### config.mk
export PLATFORM = sky130hd
export DESIGN_NAME = fingerprint_search_sequencer
export DESIGN_NICKNAME = d
export VERILOG_FILES = /design/src/rtl/core/fss_pkg.sv /design/src/rtl/core/fss_ctrl.sv /design/src/rtl/core/fss_emit.sv /design/src/rtl/core/fingerprint_search_sequencer.sv
export SDC_FILE = /design/constraint.sdc
export NUM_CORES = 1
export LEC_CHECK = 0
export ABC_AREA = 1
export BUFFER_PORTS_ARGS = -buffer_cell sky130_fd_sc_hd__buf_2
export CORE_ASPECT_RATIO = 0.5
export CORE_UTILIZATION = 59
export CTS_CLUSTER_SIZE = 40
export DETAILED_ROUTE_END_ITERATION = 16
export PLACE_DENSITY_LB_ADDON = 0.12
export SLEW_MARGIN = 30
export SYNTH_ARGS = -nofsm -noshare
export SYNTH_HDL_FRONTEND = slang
export SYNTH_SLANG_ARGS = --single-unit
### constraint.sdc
create_clock -name i_clk -period 3.3 [get_ports i_clk]
set_input_delay 0.33 -clock i_clk [delete_from_list [all_inputs] [get_ports i_clk]]
set_output_delay 0.33 -clock i_clk [all_outputs]
set_load 0.05 [all_outputs]
### src/rtl/core/fss_pkg.sv
package fss_pkg;

    // operation codes of an input beat
    localparam logic [1:0] OP_START  = 2'd0;
    localparam logic [1:0] OP_RXBYTE = 2'd1;
    localparam logic [1:0] OP_WINDOW = 2'd2;

    // result kinds
    localparam logic KIND_CMD    = 1'b0;
    localparam logic KIND_STATUS = 1'b1;

    // status codes
    localparam logic [3:0] ST_OK         = 4'd0;
    localparam logic [3:0] ST_RX_ERR     = 4'd1;
    localparam logic [3:0] ST_NO_FINGER  = 4'd2;
    localparam logic [3:0] ST_CAPT_FAIL  = 4'd3;
    localparam logic [3:0] ST_DISORDER   = 4'd4;
    localparam logic [3:0] ST_TOO_SMALL  = 4'd5;
    localparam logic [3:0] ST_INVALID    = 4'd6;
    localparam logic [3:0] ST_COMB_FAIL  = 4'd7;
    localparam logic [3:0] ST_NO_MATCH   = 4'd8;
    localparam logic [3:0] ST_SHORT      = 4'd9;
    localparam logic [3:0] ST_UNKNOWN    = 4'd10;

    // command steps
    localparam logic [2:0] STG_CAPT1  = 3'd0;
    localparam logic [2:0] STG_CONV1  = 3'd1;
    localparam logic [2:0] STG_CAPT2  = 3'd2;
    localparam logic [2:0] STG_CONV2  = 3'd3;
    localparam logic [2:0] STG_COMB   = 3'd4;
    localparam logic [2:0] STG_SEARCH = 3'd5;

    // reply byte positions and minimum reply lengths
    localparam logic [5:0] POS_CONFIRM = 6'd9;
    localparam logic [5:0] POS_PAGE    = 6'd11;
    localparam logic [5:0] NEED_NORMAL = 6'd11;
    localparam logic [5:0] NEED_SEARCH = 6'd15;

    // module confirmation codes
    localparam logic [7:0] CC_OK        = 8'h00;
    localparam logic [7:0] CC_RX_ERR    = 8'h01;
    localparam logic [7:0] CC_NO_FINGER = 8'h02;
    localparam logic [7:0] CC_CAPT_FAIL = 8'h03;
    localparam logic [7:0] CC_DISORDER  = 8'h06;
    localparam logic [7:0] CC_TOO_SMALL = 8'h07;
    localparam logic [7:0] CC_INVALID   = 8'h15;
    localparam logic [7:0] CC_COMB_FAIL = 8'h0A;
    localparam logic [7:0] CC_NO_MATCH  = 8'h09;

    localparam int RX_LIMIT_DEF = 32;
    localparam int PKT_MAX      = 17;

    // command packets, padded to the longest one
    localparam logic [7:0] PKT_BYTES [6][PKT_MAX] = '{
        '{8'hEF, 8'h01, 8'hFF, 8'hFF, 8'hFF, 8'hFF, 8'h01, 8'h00, 8'h03, 8'h01,
          8'h00, 8'h05, 8'h00, 8'h00, 8'h00, 8'h00, 8'h00},
        '{8'hEF, 8'h01, 8'hFF, 8'hFF, 8'hFF, 8'hFF, 8'h01, 8'h00, 8'h04, 8'h02,
          8'h01, 8'h00, 8'h08, 8'h00, 8'h00, 8'h00, 8'h00},
        '{8'hEF, 8'h01, 8'hFF, 8'hFF, 8'hFF, 8'hFF, 8'h01, 8'h00, 8'h03, 8'h01,
          8'h00, 8'h05, 8'h00, 8'h00, 8'h00, 8'h00, 8'h00},
        '{8'hEF, 8'h01, 8'hFF, 8'hFF, 8'hFF, 8'hFF, 8'h01, 8'h00, 8'h04, 8'h02,
          8'h02, 8'h00, 8'h09, 8'h00, 8'h00, 8'h00, 8'h00},
        '{8'hEF, 8'h01, 8'hFF, 8'hFF, 8'hFF, 8'hFF, 8'h01, 8'h00, 8'h03, 8'h05,
          8'h00, 8'h09, 8'h00, 8'h00, 8'h00, 8'h00, 8'h00},
        '{8'hEF, 8'h01, 8'hFF, 8'hFF, 8'hFF, 8'hFF, 8'h01, 8'h00, 8'h08, 8'h04,
          8'h01, 8'h00, 8'h00, 8'h00, 8'h0A, 8'h00, 8'h18}
    };

    typedef struct packed {
        logic [1:0] op;
        logic [7:0] rx_data;
    } t_in;

    typedef struct packed {
        logic       kind;
        logic [7:0] tx_byte;
        logic       last;
        logic [2:0] stage;
        logic [3:0] status;
        logic       sequence_done;
        logic [7:0] match_page;
    } t_out;

    // one run of results caused by a single input beat
    typedef struct packed {
        logic       has_status;
        logic       status_last;
        logic [2:0] stage;
        logic [3:0] status;
        logic       done;
        logic [7:0] page;
        logic       has_pkt;
        logic [2:0] pkt_stage;
    } t_run;

    function automatic logic [2:0] clamp_stage(input logic [2:0] s);
        return (s > STG_SEARCH) ? STG_SEARCH : s;
    endfunction

    function automatic logic [4:0] pkt_len(input logic [2:0] s);
        logic [4:0] n;
        unique case (clamp_stage(s))
            STG_CAPT1, STG_CAPT2, STG_COMB: n = 5'd12;
            STG_CONV1, STG_CONV2:           n = 5'd13;
            default:                        n = 5'd17;
        endcase
        return n;
    endfunction

    function automatic logic [7:0] pkt_byte(input logic [2:0] s, input logic [4:0] i);
        logic [7:0] b;
        b = 8'h00;
        if (i < 5'(PKT_MAX)) begin
            b = PKT_BYTES[clamp_stage(s)][i];
        end
        return b;
    endfunction

    // map a confirmation code to a status for the given step
    function automatic logic [3:0] judge(input logic [2:0] s, input logic [7:0] cc);
        logic [3:0] st;
        st = ST_UNKNOWN;
        if (cc == CC_OK) begin
            st = ST_OK;
        end else if (cc == CC_RX_ERR) begin
            st = ST_RX_ERR;
        end else begin
            unique case (s)
                STG_CAPT1, STG_CAPT2: begin
                    if (cc == CC_NO_FINGER) st = ST_NO_FINGER;
                    else if (cc == CC_CAPT_FAIL) st = ST_CAPT_FAIL;
                end
                STG_CONV1, STG_CONV2: begin
                    if (cc == CC_DISORDER) st = ST_DISORDER;
                    else if (cc == CC_TOO_SMALL) st = ST_TOO_SMALL;
                    else if (cc == CC_INVALID) st = ST_INVALID;
                end
                STG_COMB: begin
                    if (cc == CC_COMB_FAIL) st = ST_COMB_FAIL;
                end
                default: begin
                    if (cc == CC_NO_MATCH) st = ST_NO_MATCH;
                end
            endcase
        end
        return st;
    endfunction

endpackage

### src/rtl/core/fss_ctrl.sv
module fss_ctrl #(
    parameter int RX_LIMIT = fss_pkg::RX_LIMIT_DEF
) (
    input  logic         i_clk,
    input  logic         i_rst_n,
    input  logic         i_fire,
    input  fss_pkg::t_in i_in,
    output logic         o_run_valid,
    output fss_pkg::t_run o_run
);
    import fss_pkg::*;

    localparam int         COUNT_CAP = (RX_LIMIT < 63) ? RX_LIMIT : 63;
    localparam logic [5:0] CAP       = 6'(COUNT_CAP);

    logic [2:0] r_step, n_step;
    logic       r_busy, n_busy;
    logic [5:0] r_count, n_count;
    logic [7:0] r_confirm, n_confirm;
    logic [7:0] r_page, n_page;

    logic [2:0] cur_stage;
    logic [5:0] need;
    logic [3:0] st;

    // judge the current reply
    always_comb begin
        cur_stage = clamp_stage(r_step);
        need      = (cur_stage == STG_SEARCH) ? NEED_SEARCH : NEED_NORMAL;
        st        = (r_count < need) ? ST_SHORT : judge(cur_stage, r_confirm);
    end

    // next state and the run descriptor
    always_comb begin
        n_step      = r_step;
        n_busy      = r_busy;
        n_count     = r_count;
        n_confirm   = r_confirm;
        n_page      = r_page;
        o_run_valid = 1'b0;
        o_run       = '0;
        if (i_fire) begin
            unique case (i_in.op)
                OP_START: begin
                    n_step          = STG_CAPT1;
                    n_busy          = 1'b1;
                    n_count         = '0;
                    n_confirm       = '0;
                    n_page          = '0;
                    o_run_valid     = 1'b1;
                    o_run.has_pkt   = 1'b1;
                    o_run.pkt_stage = STG_CAPT1;
                end
                OP_RXBYTE: begin
                    if (r_busy) begin
                        if (r_count == POS_CONFIRM) n_confirm = i_in.rx_data;
                        if (r_count == POS_PAGE) n_page = i_in.rx_data;
                        if (r_count < CAP) n_count = r_count + 6'd1;
                    end
                end
                OP_WINDOW: begin
                    if (r_busy) begin
                        o_run_valid      = 1'b1;
                        o_run.has_status = 1'b1;
                        o_run.stage      = cur_stage;
                        o_run.status     = st;
                        if (st != ST_OK || cur_stage == STG_SEARCH) begin
                            o_run.status_last = 1'b1;
                            o_run.done        = 1'b1;
                            o_run.page        = (st == ST_OK) ? r_page : 8'h00;
                            n_busy            = 1'b0;
                        end else begin
                            o_run.has_pkt   = 1'b1;
                            o_run.pkt_stage = cur_stage + 3'd1;
                            n_step          = cur_stage + 3'd1;
                            n_count         = '0;
                            n_confirm       = '0;
                            n_page          = '0;
                        end
                    end
                end
                default: begin
                end
            endcase
        end
    end

    // sequence state
    always_ff @(posedge i_clk) begin
        if (!i_rst_n) begin
            r_step    <= '0;
            r_busy    <= 1'b0;
            r_count   <= '0;
            r_confirm <= '0;
            r_page    <= '0;
        end else begin
            r_step    <= n_step;
            r_busy    <= n_busy;
            r_count   <= n_count;
            r_confirm <= n_confirm;
            r_page    <= n_page;
        end
    end

endmodule

### src/rtl/core/fss_emit.sv
module fss_emit (
    input  logic          i_clk,
    input  logic          i_rst_n,
    input  logic          i_run_valid,
    input  fss_pkg::t_run i_run,
    output logic          o_free,
    output logic          o_out_valid,
    input  logic          i_out_ready,
    output fss_pkg::t_out o_out
);
    import fss_pkg::*;

    logic       r_active;
    logic       r_pending;
    t_run       r_run;
    logic [4:0] r_idx;
    logic       r_ovalid;
    t_out       r_out;

    t_out       beat;
    logic       beat_last;
    logic       load;

    // current beat of the run
    always_comb begin
        beat = '0;
        if (r_pending) begin
            beat.kind          = KIND_STATUS;
            beat.last          = r_run.status_last;
            beat.stage         = r_run.stage;
            beat.status        = r_run.status;
            beat.sequence_done = r_run.done;
            beat.match_page    = r_run.page;
        end else begin
            beat.kind    = KIND_CMD;
            beat.tx_byte = pkt_byte(r_run.pkt_stage, r_idx);
            beat.last    = (r_idx == pkt_len(r_run.pkt_stage) - 5'd1);
            beat.stage   = clamp_stage(r_run.pkt_stage);
        end
        beat_last = beat.last;
    end

    assign load   = r_active && (!r_ovalid || i_out_ready);
    assign o_free = !r_active || (load && beat_last);

    // run sequencer
    always_ff @(posedge i_clk) begin
        if (!i_rst_n) begin
            r_active  <= 1'b0;
            r_pending <= 1'b0;
            r_idx     <= '0;
        end else if (i_run_valid) begin
            r_active  <= 1'b1;
            r_pending <= i_run.has_status;
            r_idx     <= '0;
        end else if (load) begin
            if (beat_last) begin
                r_active <= 1'b0;
            end
            if (r_pending) begin
                r_pending <= 1'b0;
            end else begin
                r_idx <= r_idx + 5'd1;
            end
        end
    end

    // run descriptor
    always_ff @(posedge i_clk) begin
        if (i_run_valid) begin
            r_run <= i_run;
        end
    end

    // result register
    always_ff @(posedge i_clk) begin
        if (!i_rst_n) begin
            r_ovalid <= 1'b0;
        end else if (!r_ovalid || i_out_ready) begin
            r_ovalid <= r_active;
        end
    end

    always_ff @(posedge i_clk) begin
        if (load) begin
            r_out <= beat;
        end
    end

    assign o_out_valid = r_ovalid;
    assign o_out       = r_out;

endmodule

### src/rtl/core/fingerprint_search_sequencer.sv
// channel  | valid          | ready          | payload
// input    | i_in_valid     | o_in_ready     | i_in  (op, rx_data)
// result   | o_out_valid    | i_out_ready    | o_out (kind .. match_page)
//
// an input beat is taken when o_in_ready is high; its results leave one per cycle from a
// result register while i_out_ready does not stall them, so a start yields 12 results and a
// window-over up to 18, set by the packet sequencer stepping through the command table.
// a byte or an ignored beat produces nothing.
// reset (synchronous, active low) idles the sequence and empties the result register.
// a stalled result holds; a new input is taken in the cycle the last result of a run is loaded.
module fingerprint_search_sequencer #(
    parameter int RX_LIMIT = fss_pkg::RX_LIMIT_DEF
) (
    input  logic          i_clk,
    input  logic          i_rst_n,
    input  logic          i_in_valid,
    output logic          o_in_ready,
    input  fss_pkg::t_in  i_in,
    output logic          o_out_valid,
    input  logic          i_out_ready,
    output fss_pkg::t_out o_out
);
    import fss_pkg::*;

    logic fire;
    logic run_valid;
    t_run run;
    logic free;

    assign o_in_ready = free;
    assign fire       = i_in_valid && free;

    // command state and reply judging
    fss_ctrl #(
        .RX_LIMIT (RX_LIMIT)
    ) u_ctrl (
        .i_clk       (i_clk),
        .i_rst_n     (i_rst_n),
        .i_fire      (fire),
        .i_in        (i_in),
        .o_run_valid (run_valid),
        .o_run       (run)
    );

    // result run sequencing
    fss_emit u_emit (
        .i_clk       (i_clk),
        .i_rst_n     (i_rst_n),
        .i_run_valid (run_valid),
        .i_run       (run),
        .o_free      (free),
        .o_out_valid (o_out_valid),
        .i_out_ready (i_out_ready),
        .o_out       (o_out)
    );

endmodule

==> run_results.csv <==
group,metric,value,unit
sta,fmax,336,MHz
finish,fin_nets,568,
clocking,clkSlewWorstSetupHoldPaths,0.06,ns
global_route,first_global_vias,2743,
synth,synth_top_area_cell,"edfxtp_1",
placement,portBuffers,41,
worst_hold_path,min_path_type,"in -> reg",
pwr,ir_worst_vdd,380,uV
finish,area_delta_synth_final,14.0,%
sta,finalClockSkew,0.00815,ns
synth,synth_top_area_share,0.321,
clocking,clk_path_buf_depth,2,
finish,num-fill-cells,499,
global_route,grt_max_degree,29,
worst_setup_path,crit_path_start_kind,"flip-flop",
routing,vias,3241,
sta,worst_slew_pin_slew,0.885,ns
clocking,cts_setup_buffers,0,
die,die_area,0.00718,sq mm
run,cap_viol_max_count,0,
placement,dpl.hpwl,5630,um
die,core_area,0.00633,sq mm
clocking,h-tree-depth,3,
synth,syn_area,0.00403,sq mm
sta,finalCritPeriodShare,0.903,
clocking,cts_tree,"built",
sta,hold_violations,0,
global_route,grt-ovfl-total,0,
global_route,grt_pass1_wl,12800,um
finish,drive_above_1_share,0.166,
synth,synthArstFlopShare,0,
clocking,clockRootBuffer,"clkbuf_16",
synth,synth_most_common_cell,"nand2_1",
sta,setup_slack,0.321,ns
sta,finalCriticalPeriod,2.98,ns
worst_setup_path,worstPathRequired,3.52,ns
worst_setup_path,worst-setup-path-type,"reg -> reg",
sta,finalMaxSlewViolations,0,
sta,setup-tns-final,0,ns
clocking,hold_buffers,0,
synth,yosysSeqAreaShare,0.490,
sta,setup_viol,0,
synth,ys_top_cells_by_area,"edfxtp_1 32%, dfxtp_1 17%, nand2_1 12%",
clocking,post_cts_resized,0,
global_route,gr-usage-all-layers,0.235,
global_route,antenna_found_initial,0,
placement,place.gp.congestion,0.986,
pwr,p_leak,2.00,nW
routing,initialDrtViolationCount,234,
synth,ys_ff_latch,77,
finish,num_antenna_cells,0,
clocking,clk_latency,0.34,ns
synth,synthCells,505,
clocking,clock-sinks,77,
routing,dr.pass1.iters,5,
routing,route.detailed.drc,0,
synth,ys_types,41,
run_status,run_status,"finished clean",
routing,drtAntennaViolNets,0,
synth,syn_nets,529,
die,die_width,119,um
die,start_util,0.636,
placement,place_ws,0.390,ns
routing,avgRoutedWirePerCell,12.4,um
worst_setup_path,end_kind,"flip-flop",
worst_setup_path,crit_arrival,3.20,ns
routing,via_per_inst,5.09,
synth,synth_edf_count,43,
clocking,numCtsBuffers,9,
routing,drt-total-wl,7880,um
worst_setup_path,crit_fanout,28,
synth,synthFlopType,"edfxtp_1",
synth,ys_warn_count,0,
sta,rsz0062_at_grt,"false",
sta,relSlewSlack,0.410,
synth,synth_area_per_cell,7.97,sq um
die,die_h,60.4,um
synth,yosys-top-cells-count,"129 x nand2_1, 69 x nor2_1, 55 x inv_1",
die,core.rowCount,20,
pwr,power_density,507,mW/mm^2
die,ios,42,
flip-flops by register name, summed over array words and instances (netlist names), 3 cells and up:
| name | flops |
|---|---|
| u_emit.r_run | 19 |
| u_emit.r_idx | 5 |
| u_ctrl.r_step | 3 |
| u_ctrl.r_count | 6 |
| u_ctrl.r_confirm | 8 |
| u_ctrl.r_page | 8 |
| u_emit.o_out | 24 |
layout make-up:
type                    instances  area [sq um]  share of cell area
clock buffers                  10           229              0.0499
clock inverters                 6          87.6              0.0191
inverters                      64           240              0.0524
multi-input cells             347          1710               0.374
flip-flops and latches         77          1970               0.430
well taps                      88           110              0.0240
repair buffers                 45           235              0.0513
power by group:
group | internal (W) | switching (W)
Sequential | 0.00104 | 0.0000216
Combinational | 0.0000628 | 0.000159
Clock | 0.000660 | 0.000377
Total | 0.00177 | 0.000558
worst max-delay path, cell delays in order, from the launching register on:
cell     delay (ns)
dfxtp_1        0.46
inv_2          0.09
o21ai_0        0.24
inv_1          0.13
ha_1           0.25
nor2_1         0.16
nand3_1        0.08
nor3_1         0.16
nor2_1         0.09
o21ai_1        0.17
nand4_1        0.19
o21ai_4        0.28
buf_4          0.31
nand3_1        0.10
nand2_1        0.09
nor2_1         0.04
final timing paths:
check	start	to	slack, ns	cells past startpoint
worst min-delay path	i_in[7]	u_ctrl.r_confirm[7]	0.33	5
worst min register to register	u_ctrl.r_count[5]	u_ctrl.r_count[5]	0.47	2
worst max-delay path	u_ctrl.r_step[2]	u_ctrl.r_page[3]	0.32	15
worst max register to register	u_ctrl.r_step[2]	u_ctrl.r_page[3]	0.32	15
logic make-up (layout without fill, tap and decap cells):
logic type,Yosys count,after routing,synth area share
AOI/OAI and AO/OA,60,60,0.0874
xor gates and xnor gates,4,4,0.00871
adders and majority gates,10,10,0.0311
buffers and inverters,81,125,0.0852
DFF,77,77,0.490
and+or+nand+nor,273,273,0.298
metrics by stage:
stage / instances / hold WS (ns) / area, sq um / power, W / utilization
4_1_cts: 637 / 0.331 / 4580 / 0.00234 / 0.724
6_report: 637 / 0.332 / 4590 / 0.00233 / 0.725
5_1_grt: 637 / 0.372 / 4590 / 0.00240 / 0.725
3_5_place_dp: 621 / 0.458 / 4270 / 0.00131 / 0.674
3_3_place_gp: 621 / 0.456 / 4270 / 0.00130 / 0.674
2_1_floorplan: 505 / 0.439 / 4030 / 0.00126 / -
cell usage in the layout (no fill, tap or decap), types with 6 or more instances in the layout:
master / synthesis / routed
nand2_1: 129 / 129
clkbuf_16: 0 / 9
dfxtp_1: 34 / 34
nand3_1: 41 / 41
inv_2: 6 / 6
ha_1: 10 / 10
o21ai_0: 11 / 11
buf_2: 1 / 41
nor2_2: 8 / 8
inv_1: 55 / 55
nor2_1: 69 / 69
edfxtp_1: 43 / 43
a21oi_1: 33 / 33
layer usage:
layer	part of all wire	GRT usage	vias to the layer above
met4	0.0075	0.0651	0
met3	0.050	0.0733	8
met1	0.50	0.312	1441
li1	-	-	1713
met2	0.45	0.382	79
met5	0	0	-
Note: power is estimated with default switching activity, not from simulation.
